### src/hdl/cascade_fir_filter_unit_assert.svh
// assertion macros for the cascade fir filter unit
// expects clk and rst in the scope where a macro is used
`ifndef CASCADE_FIR_FILTER_UNIT_ASSERT_SVH
`define CASCADE_FIR_FILTER_UNIT_ASSERT_SVH

// same-cycle implication
`define CFFU_ASSERT_NOW(lbl, ante, cons, msg) \
  lbl: assert property (@(posedge clk) disable iff (rst) (ante) |-> (cons)) else $error(msg);

// next-cycle implication
`define CFFU_ASSERT_NEXT(lbl, ante, cons, msg) \
  lbl: assert property (@(posedge clk) disable iff (rst) (ante) |=> (cons)) else $error(msg);

`endif

### src/hdl/cffu_pkg.sv
// shared types and constants for the cascade fir filter unit
// used by cffu_ctrl, cffu_datapath and cascade_fir_filter_unit
package cffu_pkg;

  localparam int DEF_STAGES          = 16;
  localparam int DEF_SCALE_SHIFT     = 5;
  localparam int DEF_COEFF_FRAC_BITS = 14;
  localparam int DEF_SAMPLE_WIDTH    = 16;

  localparam int MAX_STAGES   = 16;
  localparam int SECT_FIELD_W = 4;
  localparam int STEP_W       = 6;
  localparam int NUM_REGS     = 8;
  localparam int REG_SEL_W    = 3;
  localparam int CFG_INDEX_W  = 4;
  localparam int REG_W        = 64;
  localparam int COEFF_W      = 16;
  localparam int ACC_W        = 32;
  localparam int PROD_W       = ACC_W + COEFF_W;
  localparam int SUM_W        = PROD_W + 2;

  localparam logic signed [SUM_W-1:0] ACC_MAX =
    {{(SUM_W-ACC_W+1){1'b0}}, {(ACC_W-1){1'b1}}};
  localparam logic signed [SUM_W-1:0] ACC_MIN = ~ACC_MAX;

  typedef enum logic [1:0] {
    ST_IDLE,
    ST_RUN,
    ST_FINISH
  } state_t;

  typedef struct packed {
    logic                    load;
    logic                    issue;
    logic                    tap;
    logic [SECT_FIELD_W-1:0] sect;
    logic                    use_prod;
    logic                    use_tap;
    logic                    finish;
  } cmd_t;

  typedef struct packed {
    logic out_full;
  } status_t;

endpackage

### src/hdl/cascade_fir_filter_unit.sv
// channel   | signals                                  | word
// in        | in_valid, in_ready, sample_in            | one input sample
// out       | out_valid, out_ready, sample_out, clipped| one filtered sample
// cfg       | cfg_valid, cfg_ready, cfg_index, cfg_data| one coefficient register
//
// a new sample is taken only after the last one has run through every section,
// set by the single shared multiplier, one coefficient tap per cycle
// the result sits in an output register; the next sample is taken while it waits
// a finished sample stalls in its last cycle only when the output register is still full
// synchronous reset clears coefficients, delay stores and control; cfg_ready is always high
// top level of the cascade fir filter unit; depends on cffu_pkg, cffu_ctrl,
// cffu_datapath and cascade_fir_filter_unit_assert.svh
`include "cascade_fir_filter_unit_assert.svh"

module cascade_fir_filter_unit #(
  parameter int STAGES          = cffu_pkg::DEF_STAGES,
  parameter int SCALE_SHIFT     = cffu_pkg::DEF_SCALE_SHIFT,
  parameter int COEFF_FRAC_BITS = cffu_pkg::DEF_COEFF_FRAC_BITS,
  parameter int SAMPLE_WIDTH    = cffu_pkg::DEF_SAMPLE_WIDTH
) (
  input  logic                             clk,
  input  logic                             rst,
  input  logic                             in_valid,
  output logic                             in_ready,
  input  logic signed [SAMPLE_WIDTH-1:0]   sample_in,
  output logic                             out_valid,
  input  logic                             out_ready,
  output logic signed [SAMPLE_WIDTH-1:0]   sample_out,
  output logic                             clipped,
  input  logic                             cfg_valid,
  output logic                             cfg_ready,
  input  logic [cffu_pkg::CFG_INDEX_W-1:0] cfg_index,
  input  logic [cffu_pkg::REG_W-1:0]       cfg_data
);

  cffu_pkg::cmd_t    cmd;
  cffu_pkg::status_t status;

  assign cfg_ready = 1'b1;

  cffu_ctrl #(
    .STAGES (STAGES)
  ) u_ctrl (
    .clk       (clk),
    .rst       (rst),
    .in_valid  (in_valid),
    .in_ready  (in_ready),
    .out_ready (out_ready),
    .status    (status),
    .cmd       (cmd)
  );

  cffu_datapath #(
    .STAGES          (STAGES),
    .SCALE_SHIFT     (SCALE_SHIFT),
    .COEFF_FRAC_BITS (COEFF_FRAC_BITS),
    .SAMPLE_WIDTH    (SAMPLE_WIDTH)
  ) u_datapath (
    .clk        (clk),
    .rst        (rst),
    .cfg_valid  (cfg_valid),
    .cfg_index  (cfg_index),
    .cfg_data   (cfg_data),
    .sample_in  (sample_in),
    .cmd        (cmd),
    .out_ready  (out_ready),
    .sample_out (sample_out),
    .clipped    (clipped),
    .out_valid  (out_valid),
    .status     (status)
  );

  `CFFU_ASSERT_NEXT(a_busy_after_accept, in_valid && in_ready, !in_ready, "sample accepted twice")
  `CFFU_ASSERT_NOW(a_finish_room, cmd.finish, !out_valid || out_ready, "waiting word overwritten")
  `CFFU_ASSERT_NOW(a_issue_busy, cmd.issue, !in_ready && !cmd.finish, "multiply outside run")

endmodule

### src/hdl/cffu_ctrl.sv
// sequencer for the cascade fir filter unit: one multiply issued per step, but for the last step of a run
// depends on cffu_pkg
module cffu_ctrl #(
  parameter int STAGES = cffu_pkg::DEF_STAGES
) (
  input  logic             clk,
  input  logic             rst,
  input  logic             in_valid,
  output logic             in_ready,
  input  logic             out_ready,
  input  cffu_pkg::status_t status,
  output cffu_pkg::cmd_t    cmd
);

  localparam logic [cffu_pkg::STEP_W-1:0] LAST = cffu_pkg::STEP_W'(2 * STAGES);

  cffu_pkg::state_t state, state_next;
  logic [cffu_pkg::STEP_W-1:0] cnt, cnt_next;

  always_ff @(posedge clk) begin
    if (rst) begin
      state <= cffu_pkg::ST_IDLE;
      cnt   <= '0;
    end else begin
      state <= state_next;
      cnt   <= cnt_next;
    end
  end

  always_comb begin
    state_next   = state;
    cnt_next     = cnt;
    in_ready     = 1'b0;
    cmd          = '0;
    cmd.sect     = cnt[cffu_pkg::SECT_FIELD_W:1];
    cmd.tap      = cnt[0];
    cmd.use_tap  = ~cnt[0];
    case (state)
      cffu_pkg::ST_IDLE: begin
        in_ready = 1'b1;
        cnt_next = '0;
        if (in_valid) begin
          cmd.load   = 1'b1;
          state_next = cffu_pkg::ST_RUN;
        end
      end
      cffu_pkg::ST_RUN: begin
        cmd.issue    = (cnt != LAST);
        cmd.use_prod = (cnt != '0);
        cnt_next     = cnt + cffu_pkg::STEP_W'(1);
        if (cnt == LAST) begin
          state_next = cffu_pkg::ST_FINISH;
        end
      end
      cffu_pkg::ST_FINISH: begin
        if (!status.out_full || out_ready) begin
          cmd.finish = 1'b1;
          state_next = cffu_pkg::ST_IDLE;
        end
      end
      default: begin
        state_next = cffu_pkg::ST_IDLE;
      end
    endcase
  end

endmodule

### src/hdl/cffu_datapath.sv
// datapath: coefficient registers, delay stores, shared multiplier,
// saturating accumulator and output register; depends on cffu_pkg
module cffu_datapath #(
  parameter int STAGES          = cffu_pkg::DEF_STAGES,
  parameter int SCALE_SHIFT     = cffu_pkg::DEF_SCALE_SHIFT,
  parameter int COEFF_FRAC_BITS = cffu_pkg::DEF_COEFF_FRAC_BITS,
  parameter int SAMPLE_WIDTH    = cffu_pkg::DEF_SAMPLE_WIDTH
) (
  input  logic                              clk,
  input  logic                              rst,
  input  logic                              cfg_valid,
  input  logic [cffu_pkg::CFG_INDEX_W-1:0]  cfg_index,
  input  logic [cffu_pkg::REG_W-1:0]        cfg_data,
  input  logic signed [SAMPLE_WIDTH-1:0]    sample_in,
  input  cffu_pkg::cmd_t                    cmd,
  input  logic                              out_ready,
  output logic signed [SAMPLE_WIDTH-1:0]    sample_out,
  output logic                              clipped,
  output logic                              out_valid,
  output cffu_pkg::status_t                 status
);

  localparam int SECT_W = (STAGES > 1) ? $clog2(STAGES) : 1;
  localparam int ACC_W  = cffu_pkg::ACC_W;
  localparam int PROD_W = cffu_pkg::PROD_W;
  localparam int SUM_W  = cffu_pkg::SUM_W;
  localparam int COEFF_W = cffu_pkg::COEFF_W;

  localparam logic signed [ACC_W-1:0] SMAX =
    {{(ACC_W-SAMPLE_WIDTH+1){1'b0}}, {(SAMPLE_WIDTH-1){1'b1}}};
  localparam logic signed [ACC_W-1:0] SMIN = ~SMAX;

  logic [cffu_pkg::REG_W-1:0] coeff_regs [cffu_pkg::NUM_REGS];
  logic signed [ACC_W-1:0]    newest [STAGES];
  logic signed [ACC_W-1:0]    older  [STAGES];

  logic signed [PROD_W-1:0]   prod;
  logic signed [SUM_W-1:0]    acc;
  logic signed [ACC_W-1:0]    xin;
  logic                       clip;

  logic [SECT_W-1:0]          sidx;
  logic [cffu_pkg::REG_W-1:0] creg;
  logic signed [COEFF_W-1:0]  coeff;
  logic signed [ACC_W-1:0]    mul_a;
  logic signed [PROD_W-1:0]   prod_sh;
  logic signed [SUM_W-1:0]    sum;
  logic signed [ACC_W-1:0]    sum_sat;
  logic                       sum_clip;
  logic signed [ACC_W-1:0]    scaled;
  logic signed [ACC_W-1:0]    out_sat;
  logic                       out_clip;

  assign sidx  = cmd.sect[SECT_W-1:0];
  assign creg  = coeff_regs[{cmd.tap, cmd.sect[cffu_pkg::SECT_FIELD_W-1:2]}];
  assign coeff = creg[cmd.sect[1:0]*COEFF_W +: COEFF_W];
  assign mul_a = cmd.tap ? older[sidx] : newest[sidx];

  assign prod_sh = prod >>> COEFF_FRAC_BITS;
  assign sum     = acc + SUM_W'(prod_sh);

  always_comb begin
    sum_clip = 1'b0;
    sum_sat  = sum[ACC_W-1:0];
    if (sum > cffu_pkg::ACC_MAX) begin
      sum_clip = 1'b1;
      sum_sat  = cffu_pkg::ACC_MAX[ACC_W-1:0];
    end else if (sum < cffu_pkg::ACC_MIN) begin
      sum_clip = 1'b1;
      sum_sat  = cffu_pkg::ACC_MIN[ACC_W-1:0];
    end
  end

  assign scaled = xin >>> SCALE_SHIFT;

  always_comb begin
    out_clip = 1'b0;
    out_sat  = scaled;
    if (scaled > SMAX) begin
      out_clip = 1'b1;
      out_sat  = SMAX;
    end else if (scaled < SMIN) begin
      out_clip = 1'b1;
      out_sat  = SMIN;
    end
  end

  // coefficient registers and delay stores
  always_ff @(posedge clk) begin
    if (rst) begin
      for (int i = 0; i < cffu_pkg::NUM_REGS; i++) begin
        coeff_regs[i] <= '0;
      end
      for (int i = 0; i < STAGES; i++) begin
        newest[i] <= '0;
        older[i]  <= '0;
      end
    end else begin
      if (cfg_valid && (cfg_index < cffu_pkg::CFG_INDEX_W'(cffu_pkg::NUM_REGS))) begin
        coeff_regs[cfg_index[cffu_pkg::REG_SEL_W-1:0]] <= cfg_data;
      end
      if (cmd.issue && cmd.tap) begin
        older[sidx]  <= newest[sidx];
        newest[sidx] <= xin;
      end
    end
  end

  // multiply, accumulate and output register
  always_ff @(posedge clk) begin
    if (cmd.issue) begin
      prod <= mul_a * coeff;
    end
    if (cmd.load) begin
      xin  <= ACC_W'(sample_in);
      clip <= 1'b0;
    end else if (cmd.use_prod) begin
      if (cmd.use_tap) begin
        xin  <= sum_sat;
        clip <= clip | sum_clip;
      end else begin
        acc <= SUM_W'(xin) + SUM_W'(prod_sh);
      end
    end
    if (cmd.finish) begin
      sample_out <= out_sat[SAMPLE_WIDTH-1:0];
      clipped    <= clip | out_clip;
    end
  end

  // output word flag
  always_ff @(posedge clk) begin
    if (rst) begin
      out_valid <= 1'b0;
    end else if (cmd.finish) begin
      out_valid <= 1'b1;
    end else if (out_ready) begin
      out_valid <= 1'b0;
    end
  end

  assign status.out_full = out_valid;

endmodule

### config.mk
export PLATFORM = sky130hd
export DESIGN_NAME = cascade_fir_filter_unit
export DESIGN_NICKNAME = d
export VERILOG_FILES = /design/src/hdl/cffu_pkg.sv /design/src/hdl/cascade_fir_filter_unit.sv /design/src/hdl/cffu_ctrl.sv /design/src/hdl/cffu_datapath.sv
export VERILOG_INCLUDE_DIRS = /design/src /design/src/hdl
export SDC_FILE = /design/constraint.sdc
export NUM_CORES = 2
export LEC_CHECK = 0
export ABC_CLOCK_PERIOD_IN_PS = 9500
export BUFFER_PORTS_ARGS = -buffer_cell sky130_fd_sc_hd__buf_2
export CAP_MARGIN = 40
export CELL_PAD_IN_SITES_DETAIL_PLACEMENT = 1
export CELL_PAD_IN_SITES_GLOBAL_PLACEMENT = 1
export CORE_MARGIN = 4
export CORE_UTILIZATION = 49
export DETAILED_ROUTE_END_ITERATION = 7
export PLACE_DENSITY_LB_ADDON = 0.1
export REMOVE_ABC_BUFFERS = 1
export SYNTH_ARGS = -nofsm -noshare
export SYNTH_HDL_FRONTEND = slang
export SYNTH_SLANG_ARGS = --single-unit
### constraint.sdc
create_clock -name clk -period 9.5 [get_ports clk]
set_input_delay 1.9 -clock clk [delete_from_list [all_inputs] [get_ports clk]]
set_output_delay 1.9 -clock clk [all_outputs]
set_load 0.02 [all_outputs]
==> out/qor.yml <==
crit_fanout: 24
drv_slew: 0
slew-limit-headroom_pct: 32.6
grt_pass1_wl_um: 433000
synth_top_cell_by_area: "edfxtp_1"
cts_buffer_depth: 3
setup_viol: 0
cts.sink_count: 1669
post-route-drc-count: 0
drt_first_pass_iters: 5
cellLeakagePower_nw: 41.1
cp.required_ns: 10.07
final_core_util_pct: 55.2
period_needed_ns: 9.15
initial_core_util_pct: 49.3
fin_ws_ns: 0.348
worst_hold_path_type: "reg2reg"
clk_pin_slew_ns: 0.06
die_x_um: 445
max-vdd-ir-drop_uv: 579
ios: 109
coreArea_um2: 190000
ys_ff_latch: 1669
dieArea_um2: 198000
drt-total-wl_um: 292000
fin_crit_sh_pct: 96.3
cts_tree: "yes"
layout.nets: 7987
rsz0062_at_grt: "false"
dr_wl_met3_um: 18900
antenna_found_initial: 15
crit_arrival_ns: 9.72
endpoint_kind: "register"
synth_edf_count: 1654
synth_cell_type_count: 87
grt_pass1_vias: 65000
max_freq_mhz: 109
drt-met1-wl_um: 114000
grt_max_degree: 92
gr-total-overflow: 0
critPathBufInv: 7
nFillCells: 18500
htree_levels: 4
vias: 59600
cts-root-buf: "clkbuf_16"
wl_met2_um: 149000
power_mw: 35.3
post-place-ws_ns: 0.0742
maxCapViolCount: 0
tns_ns: 0
cts_made_buffers: 180
skew_ns: 0.0662
design_area_um2: 105000
async_reset_ff_share_pct: 0
seq_area_um2: 50000
synth_cells: 7098
drt-wirelength-per-cell_um: 29.6
hold_violations: 0
start_kind: "register"
yosysSeqAreaShare_pct: 53.3
postRouteAntennaNets: 0
crit_type: "reg2reg"
synth_area_per_cell_um2: 13.2
cpPeakStageDelay_ns: 0.57
synth-warning-count: 0
routabilityCongestion: 0.880
multi_input_area_um2: 39900
via_per_inst: 6.02
crit_family: "adder cells"
area_delta_synth_final_pct: 12.0
status: "complete, no violations"
netlist_area_um2: 93700
slowest_stage: "dfxtp_4"
clkLatencyLatePin_ns: 0.86
worst_pin_slew_ns: 1.00
drive_above_1_share_pct: 17.2
die_y_um: 445
track_usage_pct: 29.7
placed_area_um2: 99100
port_buffers: 107
synth_area_leaders: "edfxtp_1, fa_1, mux4_2"
cp_common_cell: "fa_1"
fp-row-count: 160
dr.max_layer_used: "met5"
synth_flop_cell: "edfxtp_1"
drt_iter0_drc: 5789
p_per_area_nw_per_um2: 336
synth_top_area_share_pct: 53.0
post-dp-hpwl_um: 189000
registers in the layout, indices dropped and copies added, names as in the netlist, named ones only:
name,flops
u_ctrl.cnt,6
u_datapath.clipped,1
u_datapath.sample_out,16
u_datapath.acc,35
u_ctrl.state,2
u_datapath.coeff_regs,512
u_datapath.xin,32
u_datapath.newest,512
u_datapath.older,512
u_datapath.prod,34
u_datapath.clip,1
u_datapath.out_valid,1
Yosys cell counts, types with 8 or more instances:
library cell,number
a31oi_1,14
o311ai_0,18
o21ai_0,58
o31ai_1,8
nand4_1,22
buf_1,37
nor3_1,37
a211oi_1,14
o21bai_1,14
buf_2,73
nor2b_1,23
dfxtp_1,15
edfxtp_1,1654
a22oi_1,13
xor2_1,26
fa_1,487
nand2_1,389
ha_1,182
clkbuf_1,374
mux2i_1,85
mux2_2,34
mux4_2,422
inv_1,598
nor2_1,901
buf_4,9
xnor2_1,77
and2_1,650
o21ai_1,55
and3_1,383
or2_2,17
a21oi_1,116
nand3_1,42
nand2b_1,30
o21a_1,39
a21o_1,79
cells in the final DEF (no fill, tap or decap), types with 22 or more instances in the layout:
master     synthesis  layout
edfxtp_1        1654    1654
nor2_1           901     889
and2_1           650     650
inv_1            598     598
fa_1             487     487
mux4_2           422     422
and3_1           383     383
nand2_1          389     377
buf_4              9     279
clkbuf_16          0     183
ha_1             182     182
a21oi_1          116     116
buf_2             73     107
a21o_1            79      79
mux2i_1           85      78
xnor2_1           77      77
o21ai_0           58      52
o21ai_1           55      49
clkinv_1           1      44
buf_12             0      40
nand3_1           42      38
o21a_1            39      35
clkbuf_1         374      35
mux2_2            34      34
nor3_1            37      31
clkinv_2           0      27
xor2_1            26      26
nand4_1           22      22
logic make-up (layout without fill, tap and decap cells):
family                     after synthesis  count (layout)  share of synthesized area (%)
and+or+nand+nor                       2531            2531                           13.4
other                                    1               7                        0.00400
AOI/OAI and AO/OA                      487             487                           3.46
DFF                                   1669            1669                           53.3
xor gates and xnor gates               103             103                          0.963
buffers and inverters                 1096            1367                           4.55
muxes                                  542             542                           11.5
adders and majority gates              669             669                           12.8
where the power goes:
part / total, mW / internal, mW / switching (mW)
registers: 9.85 / 9.28 / 0.567
logic: 18.6 / 7.66 / 10.9
clock network: 6.89 / 3.85 / 3.04
total: 35.3 / 20.8 / 14.5
per-layer routing:
layer / up-vias / GRT usage (%)
li1: 25200 / -
met1: 31700 / 38.4
met2: 2085 / 51.8
met3: 528 / 4.39
met4: 12 / 9.81
met5: - / 0
worst paths after layout:
| path | startpoint | endpoint | slack [ns] | cells past startpoint |
|---|---|---|---|---|
| min reg2reg | u_datapath.clip$_SDFFE_PP0P_ | u_datapath.clip$_SDFFE_PP0P_ | 0.50 | 1 |
| min | u_datapath.clip$_SDFFE_PP0P_ | u_datapath.clip$_SDFFE_PP0P_ | 0.50 | 1 |
| max reg2reg | register | u_datapath.prod[46]$_DFFE_PP_ | 0.35 | 30 |
| max | register | u_datapath.prod[46]$_DFFE_PP_ | 0.35 | 30 |
final cells by class:
| type | instances | share of cell area [%] |
|---|---|---|
| repair buffers | 445 | 3.74 |
| inverters | 600 | 2.15 |
| clock inverters | 99 | 0.889 |
| well taps | 2511 | 2.99 |
| multi-input cells | 4333 | 38.0 |
| diodes | 6 | 0.0143 |
| flip-flops and latches | 1669 | 47.6 |
| clock buffers | 223 | 4.55 |
stage by stage:
stage,hold WS (ns),cells
after global routing,0.512,9880
final,0.498,9886
after CTS,0.503,9868
after global placement,0.452,9511
after detailed placement,0.488,9546
after floorplan,0.434,6602
worst register-to-register path: cells and delay by family, from the launching register on:
family	cells	cell delay [ns]
xor+xnor	1	0.12
fa+ha+maj	7	3.45
mux	2	0.82
flops	1	0.57
simple gates	2	0.20
buf+inv	7	1.38
compound gates	11	2.30
what timing repair did:
action	4_1_cts	5_1_grt
endpoints found under the setup margin	0	18
resized for setup	0	6
hold buffers	0	0
buffers inserted	0	11
No activity file was read; power rests on OpenSTA's default activity.
